**src/rtl/olide_pkg.sv**
```systemverilog
package olide_pkg;

  localparam int POS_W = 7;
  localparam int VAL_W = 8;

  typedef enum logic [1:0] {
    ACT_READ   = 2'd0,
    ACT_FIND   = 2'd1,
    ACT_INSERT = 2'd2,
    ACT_DELETE = 2'd3
  } action_t;

  // Broadcast to every cell: shift of the list from cmd.pos on, with the inserted value.
  typedef struct packed {
    logic             shift_up;
    logic             shift_down;
    logic [POS_W-1:0] pos;
    logic [VAL_W-1:0] value;
  } cmd_t;

  // Lookup token walking the chain, one cell per cycle.
  typedef struct packed {
    logic             valid;
    action_t          act;
    logic [POS_W-1:0] pos;
    logic [VAL_W-1:0] value;
    logic             ok;
    logic [VAL_W-1:0] item;
    logic [POS_W-1:0] found_at;
  } token_t;

endpackage

```
**src/rtl/olide_cell.sv**
```systemverilog
module olide_cell #(
  parameter int INDEX = 0,
  parameter int CW    = 8
) (
  input  logic                       clk,
  input  logic                       rst,
  input  olide_pkg::cmd_t            cmd,
  input  logic [CW-1:0]              fill,
  input  olide_pkg::token_t          tok_in,
  input  logic [olide_pkg::VAL_W-1:0] left,
  input  logic [olide_pkg::VAL_W-1:0] right,
  output logic [olide_pkg::VAL_W-1:0] entry,
  output olide_pkg::token_t          tok_out
);

  localparam int PW = olide_pkg::POS_W;
  localparam logic [CW-1:0] SLOT    = CW'(INDEX);
  localparam logic [CW-1:0] SLOT_P1 = CW'(INDEX + 1);

  logic [CW-1:0]     cmd_pos;
  logic [CW-1:0]     tok_pos;
  logic              in_list;
  olide_pkg::token_t tok_next;

  assign cmd_pos = CW'(cmd.pos);
  assign tok_pos = CW'(tok_in.pos);
  assign in_list = (SLOT < fill);

  // insert: slots at or past pos take the left neighbor, slot pos-1 takes the value
  // delete: slots from pos-1 on take the right neighbor
  always_ff @(posedge clk) begin
    if (cmd.shift_up) begin
      if (SLOT_P1 > cmd_pos) begin
        entry <= left;
      end else if (SLOT_P1 == cmd_pos) begin
        entry <= cmd.value;
      end
    end else if (cmd.shift_down && (SLOT_P1 >= cmd_pos)) begin
      entry <= right;
    end
  end

  always_comb begin
    tok_next = tok_in;
    unique case (tok_in.act) inside
      olide_pkg::ACT_READ, olide_pkg::ACT_DELETE: begin
        if (in_list && (SLOT_P1 == tok_pos)) begin
          tok_next.ok   = 1'b1;
          tok_next.item = entry;
        end
      end
      olide_pkg::ACT_FIND: begin
        if (!tok_in.ok && in_list && (entry == tok_in.value)) begin
          tok_next.ok       = 1'b1;
          tok_next.found_at = PW'(INDEX + 1);
        end
      end
      default: begin
      end
    endcase
  end

  always_ff @(posedge clk) begin
    if (rst) begin
      tok_out <= '0;
    end else begin
      tok_out <= tok_next;
    end
  end

endmodule

```
**src/rtl/ordered_list_insert_delete_engine.sv**
```systemverilog
// Ordered list of bytes held in a chain of CAPACITY cells, one entry per cell.
//
// Input channel s_axis: one request item per handshake. s_axis_tuser carries
// the action (read, find, insert, delete); s_axis_tdata carries position and
// value. Output channel m_axis: exactly one result item per request, in order.
//
// Insert: every cell loads its left neighbor, the new value or holds, all in
// the accepting cycle. The result shows in the cycle after accept, and the
// next request can be taken then while the receiver is ready (one item per cycle).
// Read, find, delete: a token enters cell 0 and steps one cell per cycle down
// the chain, picking up the addressed entry or the first match. From the last
// cell it is parked in a holding register, then moves to the result register
// once that is free; a delete shifts the cells down at that same edge. The
// next item is taken no earlier than the cycle the result shows, so a new
// request waits until the last lookup is through the chain.
// Reset clears the length and the token chain; entry contents are not reset.
// A stalled receiver holds the result register; a waiting lookup result
// stays parked until the output register frees up.
module ordered_list_insert_delete_engine #(
  parameter int CAPACITY = 64
) (
  input  logic        clk,
  input  logic        rst,
  input  logic        s_axis_tvalid,
  output logic        s_axis_tready,
  input  logic [15:0] s_axis_tdata,   // [6:0] position, [14:7] value, [15] zero
  input  logic [1:0]  s_axis_tuser,   // [1:0] action
  output logic        m_axis_tvalid,
  input  logic        m_axis_tready,
  output logic [23:0] m_axis_tdata    // [0] ok, [8:1] item, [15:9] found_at,
                                      // [22:16] count, [23] zero
);

  localparam int PW     = olide_pkg::POS_W;
  localparam int VW     = olide_pkg::VAL_W;
  localparam int FILL_W = $clog2(CAPACITY + 1);
  localparam int CW     = ((FILL_W > PW) ? FILL_W : PW) + 1;

  // request fields
  olide_pkg::action_t s_act;
  logic [PW-1:0]      s_pos;
  logic [VW-1:0]      s_value;

  // list state and control
  logic [FILL_W-1:0]  fill;
  logic [CW-1:0]      fill_e;
  logic [CW-1:0]      pos_e;
  logic               busy;
  logic               pend_valid;
  olide_pkg::token_t  pend;
  logic               accept;
  logic               launch;
  logic               ins_ok;
  logic               pend_move;
  logic               del_shift;
  olide_pkg::cmd_t    cmd;

  // result register
  logic               out_valid;
  logic               out_ok;
  logic [VW-1:0]      out_item;
  logic [PW-1:0]      out_found;
  logic [PW-1:0]      out_count;

  // cell chain
  logic [VW-1:0]      entries [CAPACITY];
  olide_pkg::token_t  tok     [CAPACITY+1];
  logic [CAPACITY:0]  tok_valid;

  assign s_act   = olide_pkg::action_t'(s_axis_tuser);
  assign s_pos   = s_axis_tdata[PW-1:0];
  assign s_value = s_axis_tdata[PW+VW-1:PW];

  assign fill_e = CW'(fill);
  assign pos_e  = CW'(s_pos);

  // Only one request in flight; a new one waits for the output slot.
  assign s_axis_tready = !busy && (!out_valid || m_axis_tready);
  assign accept        = s_axis_tvalid && s_axis_tready;
  assign launch        = accept && (s_act != olide_pkg::ACT_INSERT);

  // Insert needs room and a position in 1..fill+1.
  assign ins_ok = (fill_e < CW'(CAPACITY)) && (pos_e != '0) && (pos_e <= fill_e + 1'b1);

  assign pend_move = pend_valid && (!out_valid || m_axis_tready);
  assign del_shift = pend_move && (pend.act == olide_pkg::ACT_DELETE) && pend.ok;

  always_comb begin
    cmd.shift_up   = accept && (s_act == olide_pkg::ACT_INSERT) && ins_ok;
    cmd.shift_down = del_shift;
    cmd.pos        = del_shift ? pend.pos : s_pos;
    cmd.value      = s_value;
  end

  // Token entering the head of the chain.
  always_comb begin
    tok[0]          = '0;
    tok[0].valid    = launch;
    tok[0].act      = s_act;
    tok[0].pos      = s_pos;
    tok[0].value    = s_value;
  end

  for (genvar k = 0; k < CAPACITY; k++) begin : g_cell
    olide_cell #(
      .INDEX (k),
      .CW    (CW)
    ) u_cell (
      .clk     (clk),
      .rst     (rst),
      .cmd     (cmd),
      .fill    (fill_e),
      .tok_in  (tok[k]),
      .left    ((k == 0) ? entries[k] : entries[(k == 0) ? 0 : k-1]),
      .right   ((k == CAPACITY-1) ? entries[k] : entries[(k == CAPACITY-1) ? k : k+1]),
      .entry   (entries[k]),
      .tok_out (tok[k+1])
    );
  end

  for (genvar k = 0; k <= CAPACITY; k++) begin : g_tv
    assign tok_valid[k] = tok[k].valid;
  end

  // Control: busy from lookup launch until its result moves to the output.
  always_ff @(posedge clk) begin
    if (rst) begin
      busy       <= 1'b0;
      pend_valid <= 1'b0;
    end else begin
      if (launch) begin
        busy <= 1'b1;
      end else if (pend_move) begin
        busy <= 1'b0;
      end
      if (tok[CAPACITY].valid) begin
        pend_valid <= 1'b1;
      end else if (pend_move) begin
        pend_valid <= 1'b0;
      end
    end
  end

  always_ff @(posedge clk) begin
    if (tok[CAPACITY].valid) begin
      pend <= tok[CAPACITY];
    end
  end

  always_ff @(posedge clk) begin
    if (rst) begin
      fill <= '0;
    end else if (cmd.shift_up) begin
      fill <= fill + 1'b1;
    end else if (cmd.shift_down) begin
      fill <= fill - 1'b1;
    end
  end

  always_ff @(posedge clk) begin
    if (rst) begin
      out_valid <= 1'b0;
    end else if (accept && (s_act == olide_pkg::ACT_INSERT)) begin
      out_valid <= 1'b1;
    end else if (pend_move) begin
      out_valid <= 1'b1;
    end else if (m_axis_tready) begin
      out_valid <= 1'b0;
    end
  end

  always_ff @(posedge clk) begin
    if (accept && (s_act == olide_pkg::ACT_INSERT)) begin
      out_ok    <= ins_ok;
      out_item  <= '0;
      out_found <= '0;
      out_count <= ins_ok ? PW'(fill_e + 1'b1) : PW'(fill_e);
    end else if (pend_move) begin
      out_ok    <= pend.ok;
      out_item  <= pend.item;
      out_found <= pend.found_at;
      out_count <= del_shift ? PW'(fill_e - 1'b1) : PW'(fill_e);
    end
  end

  assign m_axis_tvalid = out_valid;
  assign m_axis_tdata  = {1'b0, out_count, out_found, out_item, out_ok};

`ifndef SYNTHESIS
  // at most one lookup token in the chain
  a_one_token: assert property (@(posedge clk) disable iff (rst)
    $onehot0(tok_valid))
    else $error("more than one token in the cell chain");

  a_exit_busy: assert property (@(posedge clk) disable iff (rst)
    tok[CAPACITY].valid |-> (busy && !pend_valid))
    else $error("token left the chain while idle or with a parked result");

  a_fill_range: assert property (@(posedge clk) disable iff (rst)
    fill_e <= CW'(CAPACITY))
    else $error("list length beyond capacity");

  a_ins_grow: assert property (@(posedge clk) disable iff (rst)
    cmd.shift_up |=> (fill == FILL_W'($past(fill) + 1'b1)))
    else $error("insert did not grow the list");
`endif

endmodule
```
**config.mk**
```make
export PLATFORM = sky130hd
export DESIGN_NAME = ordered_list_insert_delete_engine
export DESIGN_NICKNAME = d
export VERILOG_FILES = /design/src/rtl/olide_pkg.sv /design/src/rtl/olide_cell.sv /design/src/rtl/ordered_list_insert_delete_engine.sv
export SDC_FILE = /design/constraint.sdc
export NUM_CORES = 2
export LEC_CHECK = 0
export BUFFER_PORTS_ARGS = -buffer_cell sky130_fd_sc_hd__buf_2
export CORE_UTILIZATION = 70
export CTS_BUF_LIST = sky130_fd_sc_hd__clkbuf_4 sky130_fd_sc_hd__clkbuf_8
export DETAILED_ROUTE_END_ITERATION = 7
export PLACE_DENSITY_LB_ADDON = 0.05
export SYNTH_ARGS = -nofsm -noshare
export SYNTH_HDL_FRONTEND = slang
export SYNTH_SLANG_ARGS = --single-unit
export TNS_END_PERCENT = 50
```
**constraint.sdc**
```tcl
create_clock -name clk -period 8.25 [get_ports clk]
set_clock_uncertainty 0.05 [all_clocks]
set_input_delay 1.65 -clock clk [delete_from_list [all_inputs] [get_ports clk]]
set_output_delay 1.65 -clock clk [all_outputs]
set_load 0.03 [all_outputs]
```
# Yosys cells after proc, flatten, opt, wreduce, memory -nomap -nowiden
# Cells that the tools add are included.
# totals
regBits,2738
output_inout_bits,26
elab_cells,2356
# classes
n_addsub,4
order_cmp,193
n_eq_ne,387
muxes,651
bitwise,3
n_reduce_logical,594
# op_table
cell,count
8-bit two-way mux,317
7-bit two-way mux,133
9-bit two-way mux,64
8-bit == test,64
6-bit by 7-bit == test with 1-bit output (first input constant),64
1-bit logical AND,264
5-bit by 7-bit == test with 1-bit output (first input constant),32
6-bit by 7-bit >= comparator with 1-bit output (first input constant),32
6-bit by 7-bit greater-than comparator with 1-bit output (first input constant),32
6-bit by 7-bit < comparator with 1-bit output (first input constant),32
3-bit by 1-bit inequality test with 1-bit output (second input constant),62
2-bit nonzero test,68
2-bit == test (second input constant),66
2-bit OR reduction,65
2-bit by 1-bit == test with 1-bit output (second input constant),64
2-bit logical NOT,64
1-bit one-hot mux with 2 select lines,64
2-bit AND reduction,63
4-bit by 7-bit == test with 1-bit output (first input constant),16
5-bit by 7-bit >= comparator with 1-bit output (first input constant),16
5-bit by 7-bit greater-than comparator with 1-bit output (first input constant),16
5-bit by 7-bit < comparator with 1-bit output (first input constant),16
1-bit two-way mux,73
1-bit logical NOT,65
30 further kinds,80

# Longest topological paths before layout
# depth
word_depth,10
depth_mapped,18
ltp_nobuf,11

# Worst setup path after synthesis
# OpenSTA, ideal clock, no wires.
# synth_timing
kind,input to register
from,in s_axis_tdata[0]
to,reg g_cell[0].u_cell.entry[0] (netlist name) (enable)
setup_ns,0.375
arrival_time_ns,4.179
required_time_ns,7.825
path_slack_ns,3.646
path_stages,13
path_cell_list,clkbuf_1 inv_1 ha_1 nand4_1 nand2b_1 a21oi_1 or2_1 buf_2 buf_6 buf_2 buf_2 o21ai_0 a21oi_1
# synth_via
elab_chain_cells,6
# synth_rtl
element,line,rtl
"start, declared",ordered_list_insert_delete_engine.sv:26,"input logic [15:0] s_axis_tdata,"
branches (longest 5 deep; another with 7-bit by 8-bit less-or-equal comparator with 1-bit output),n/a,
3-bit AND reduction (no source line) (*),n/a,
"end signal, assigned",olide_cell.sv:34,entry <= left;
"end signal, assigned",olide_cell.sv:36,entry <= cmd.value;
"end signal, assigned",olide_cell.sv:39,entry <= right;
"end, declared",olide_cell.sv:12,"output logic [olide_pkg::VAL_W-1:0] entry,"
# Every way passes the cells marked *.
# A chain may end at the register's enable or synchronous reset.

# Worst setup path after layout
# layout_timing
from,reg fill[2]
to,"reg g_cell[62].u_cell.entry[3] (netlist name), data pin"
# layout_via
elab_chain_cells,5
# layout_rtl
element,line,rtl
"start, declared",ordered_list_insert_delete_engine.sv:45,logic [FILL_W-1:0] fill;
"start signal, assigned",ordered_list_insert_delete_engine.sv:154,fill <= fill + 1'b1;
"start signal, assigned",ordered_list_insert_delete_engine.sv:156,fill <= fill - 1'b1;
7-bit by 1-bit adder with 8-bit output or 7-bit < comparator (tied branches),n/a,
7-bit by 8-bit less-or-equal comparator with 1-bit output or 1-bit logical AND (tied branches),ordered_list_insert_delete_engine.sv:83,assign ins_ok = (fill_e < CW'(CAPACITY)) && (pos_e != '0) && (pos_e <= fill_e + 1'b1);
1-bit logical AND (*),ordered_list_insert_delete_engine.sv:83,
1-bit logical AND (*),ordered_list_insert_delete_engine.sv:89,cmd.shift_up = accept && (s_act == olide_pkg::ACT_INSERT) && ins_ok;
8-bit two-way mux (*),olide_cell.sv:32,if (cmd.shift_up) begin
"end signal, assigned",olide_cell.sv:34,
"end signal, assigned",olide_cell.sv:36,
"end signal, assigned",olide_cell.sv:39,
"end, declared",olide_cell.sv:12,
# Mark *: on every way between the ends. The rest lies on a longest branch, timed or not.

==> impl_results.rst <==
.. list-table::
   :header-rows: 1

   * - Metric
     - Value
   * - Final wirelength
     - 275,000 µm
   * - Number of global-route vias before repair
     - 69,709
   * - Area inside the core boundary
     - 144,000 µm²
   * - Worst hold-check path type
     - register to register
   * - Power per cell area
     - 228 nW/µm²
   * - Final hold viol count
     - 0
   * - Die X
     - 383 µm
   * - Number of synthesized flops with an enable pin
     - 545
   * - Post-Route Utilization
     - 0.778
   * - Crit path DAT
     - 6.23 ns
   * - Core Rows
     - 139
   * - Gate family responsible for the most delay along the worst path
     - simple AND/OR/NAND/NOR gates
   * - Required time at the endpoint of the critical path
     - 8.96 ns
   * - Number of max-slew violations in the final report
     - 0
   * - Final TNS setup
     - 0 ns
   * - Vias/cell
     - 5.92
   * - Wire length of the first global-routing pass
     - 412,000 µm
   * - Cell-by-cell listing of the critical path
     - buf_4 > and4_1 > nand2b_1 > ha_1 > nand4_1 > nor2_1 > o211ai_4 > buf_4 > or2_4 > buf_12 > buf_4 > o21ai_0
   * - Summed instance area of the synthesized netlist
     - 101,000 µm²
   * - Count of antenna-violating nets left after detailed routing
     - 0
   * - Violations in the final reports
     - DRC
   * - Nature of the critical path startpoint
     - register
   * - Most frequent cells after synthesis
     - sky130_fd_sc_hd__dfxtp_1 (2,073), sky130_fd_sc_hd__nor2b_1 (1,021), sky130_fd_sc_hd__nor2_1 (991)
   * - Clock latency at the later pin of the worst-skew pair
     - 1.07 ns
   * - Highest attainable clock frequency
     - 181 MHz
   * - Placer Congestion
     - 0.960
   * - Critical-path maximum fanout
     - 90
   * - DR vias
     - 70,098
   * - Post-synth top flop
     - sky130_fd_sc_hd__dfxtp_1
   * - Setup repair after global routing missed its margin
     - false
   * - Remaining Overflow, GRT
     - 0
   * - Yosys warns
     - 0
   * - Worst-margin pin slew
     - 1.39 ns
   * - Peak per-stage delay on the critical path
     - 0.84 ns
   * - Total number of H-tree levels
     - 5
   * - Maximum Capacitance Violations
     - 0
   * - Antenna violations before repair
     - 11
   * - Share of the yosys chip area belonging to registers
     - 0.570
   * - Number of endpoints failing setup at the final stage
     - 0
   * - Clock Tree Root
     - sky130_fd_sc_hd__clkbuf_8
   * - Number of buffers on the longest clock path
     - 4
   * - Area growth, synth to finish
     - 10.2%
   * - Top cell type by total area after synthesis
     - sky130_fd_sc_hd__dfxtp_1
   * - Top-level port count
     - 48
   * - Leak pwr
     - 44.5 nW
   * - Count of buffers inserted at the top-level ports
     - 45
   * - Buffers & Inverters on Critical Path
     - 4
   * - Min Clock Period, post-route
     - 5.53 ns
   * - Post-CTS setup buffer count
     - 0
   * - Die Ht
     - 383 µm
   * - Count of clock tree sinks
     - 2,618
   * - Clock-pin slew reported for the worst setup and hold paths after clock tree synthesis
     - 0.07 ns
   * - Relative max-transition margin
     - 0.0716
   * - Synthesized net count
     - 9,788
   * - Share of the clock period used by the worst path
     - 0.670
   * - Average wire length per cell after detail routing
     - 23.2 µm
   * - Ranking of synthesized cells by area
     - sky130_fd_sc_hd__dfxtp_1 (41%), sky130_fd_sc_hd__edfxtp_1 (16%), sky130_fd_sc_hd__mux2i_1 (9.2%)
   * - Fraction of layout cells with a size suffix above 1
     - 0.0981
   * - Total Nets Final
     - 9,772
   * - Post-Synthesis Cells
     - 9,627
   * - Kind of end point of the critical path
     - register
   * - Clock buffer count from CTS
     - 406
   * - DP Wirelength
     - 191,000 µm
   * - Share of flip-flops with an asynchronous set or reset after synthesis
     - 0
   * - Kind of critical path
     - register to register
   * - Starting utilization of the core area
     - 0.706
   * - Run status
     - finished with violations
   * - Count of hold-fix buffers inserted at cts
     - 0
   * - Flop and latch count out of synthesis
     - 2,618
   * - Clock tree from TritonCTS
     - built
   * - Synth cell types
     - 91
   * - Most common cell in the netlist
     - sky130_fd_sc_hd__dfxtp_1
   * - Peak supply drop
     - 0.198 mV
   * - Worst path most repeated cell
     - sky130_fd_sc_hd__buf_4
   * - Post-synth top area share
     - 0.409
   * - Number of iterations in the first detailed-routing pass
     - 8
   * - Gr usage total
     - 0.369
   * - Resized cells post-CTS
     - 0
   * - Slowest library cell on the worst path
     - sky130_fd_sc_hd__and4_1
   * - Detailed router's first-iteration violation count
     - 7,266
   * - Synthesized area per cell
     - 10.5 µm²
   * - Die Area
     - 146,000 µm²
   * - Largest net degree at the start of global routing
     - 261
   * - DRC violations left
     - 28
==> cell type report <==
class / count / area (µm²)
Clock inverter: 82 / 808
Clock buffer: 650 / 8060
Sequential cell: 2618 / 57900
Timing Repair Buffer: 162 / 1280
Fill cell: 9440 / 31900
Multi-Input combinational cell: 6158 / 40400
Inverter: 265 / 995
Antenna cell: 9 / 22.5
Tap cell: 1903 / 2380
==> cells in the final DEF (no fill, tap or decap), drive strengths merged, types with 65 or more instances in the layout <==
| cell | n |
|---|---|
| and2 | 118 |
| nor2b | 1021 |
| clkinv | 65 |
| nand3 | 93 |
| o21ai | 481 |
| ha | 139 |
| nand2 | 688 |
| and3 | 81 |
| edfxtp | 545 |
| buf | 162 |
| xnor2 | 278 |
| inv | 265 |
| xor2 | 234 |
| nor2 | 992 |
| nand4 | 66 |
| dfxtp | 2073 |
| nor3 | 99 |
| a21oi | 255 |
| mux2i | 938 |
| clkbuf | 650 |
==> power breakdown <==
part	total, W	internal [W]	switching [W]
Sequential	0.0131	0.0131	0.0000308
Clock	0.0116	0.00668	0.00492
Combinational	0.000765	0.000205	0.000559
Total	0.0255	0.0199	0.00551
==> per-stage QoR <==
stage / cells / hold slack (ns) / setup WS (ns) / total power, W / cell area (µm²)
3_5_place_dp: 11106 / 0.339 / 2.31 / 0.0141 / 103000
2_1_floorplan: 9627 / 0.336 / 3.65 / 0.0139 / 101000
6_report: 11847 / 0.315 / 2.72 / 0.0255 / 112000
5_1_grt: 11844 / 0.340 / 2.63 / 0.0262 / 112000
4_1_cts: 11838 / 0.321 / 2.92 / 0.0255 / 112000
3_3_place_gp: 11106 / 0.336 / 2.39 / 0.0141 / 103000
==> cell families (layout without fill, tap and decap cells) <==
kind of cell    count (synthesis)  after routing  share of synthesized area
mux                           954            954                     0.0945
flops                        2618           2618                      0.570
buf+inv                       851           1159                     0.0339
xor+xnor                      512            512                     0.0442
simple gates                 3525           3525                      0.180
fa+ha+maj                     139            139                     0.0171
compound gates               1027           1027                     0.0596
other cells                     1             10                  0.0000370
==> flip-flops by register name, summed over array words and instances, names as in the netlist <==
register	cells
pend_valid	1
out_ok	1
m_axis_tvalid	1
pend	25
out_count	7
out_item	8
fill	7
g_cell.u_cell.entry	512
busy	1
g_cell.u_cell.tok_out	2048
out_found	7
==> layer usage <==
| layer | GRT usage | share of wire | up-vias |
|---|---|---|---|
| li1 | - | - | 32356 |
| met1 | 0.475 | 0.40 | 33762 |
| met2 | 0.597 | 0.47 | 3172 |
| met3 | 0.0674 | 0.085 | 806 |
| met4 | 0.190 | 0.053 | 2 |
| met5 | 0 | 0.000033 | - |
==> worst paths after layout <==
path	startpoint	to	slack (ns)	depth (start not counted)
max reg2reg	fill[2]	g_cell[62].u_cell.entry[3]	2.72	12
min	g_cell[63].u_cell.tok_out[11]	pend[11]	0.31	0
min reg2reg	g_cell[63].u_cell.tok_out[11]	pend[11]	0.31	0
max	fill[2]	g_cell[62].u_cell.entry[3]	2.72	12
(Power assumes the default switching activity.)
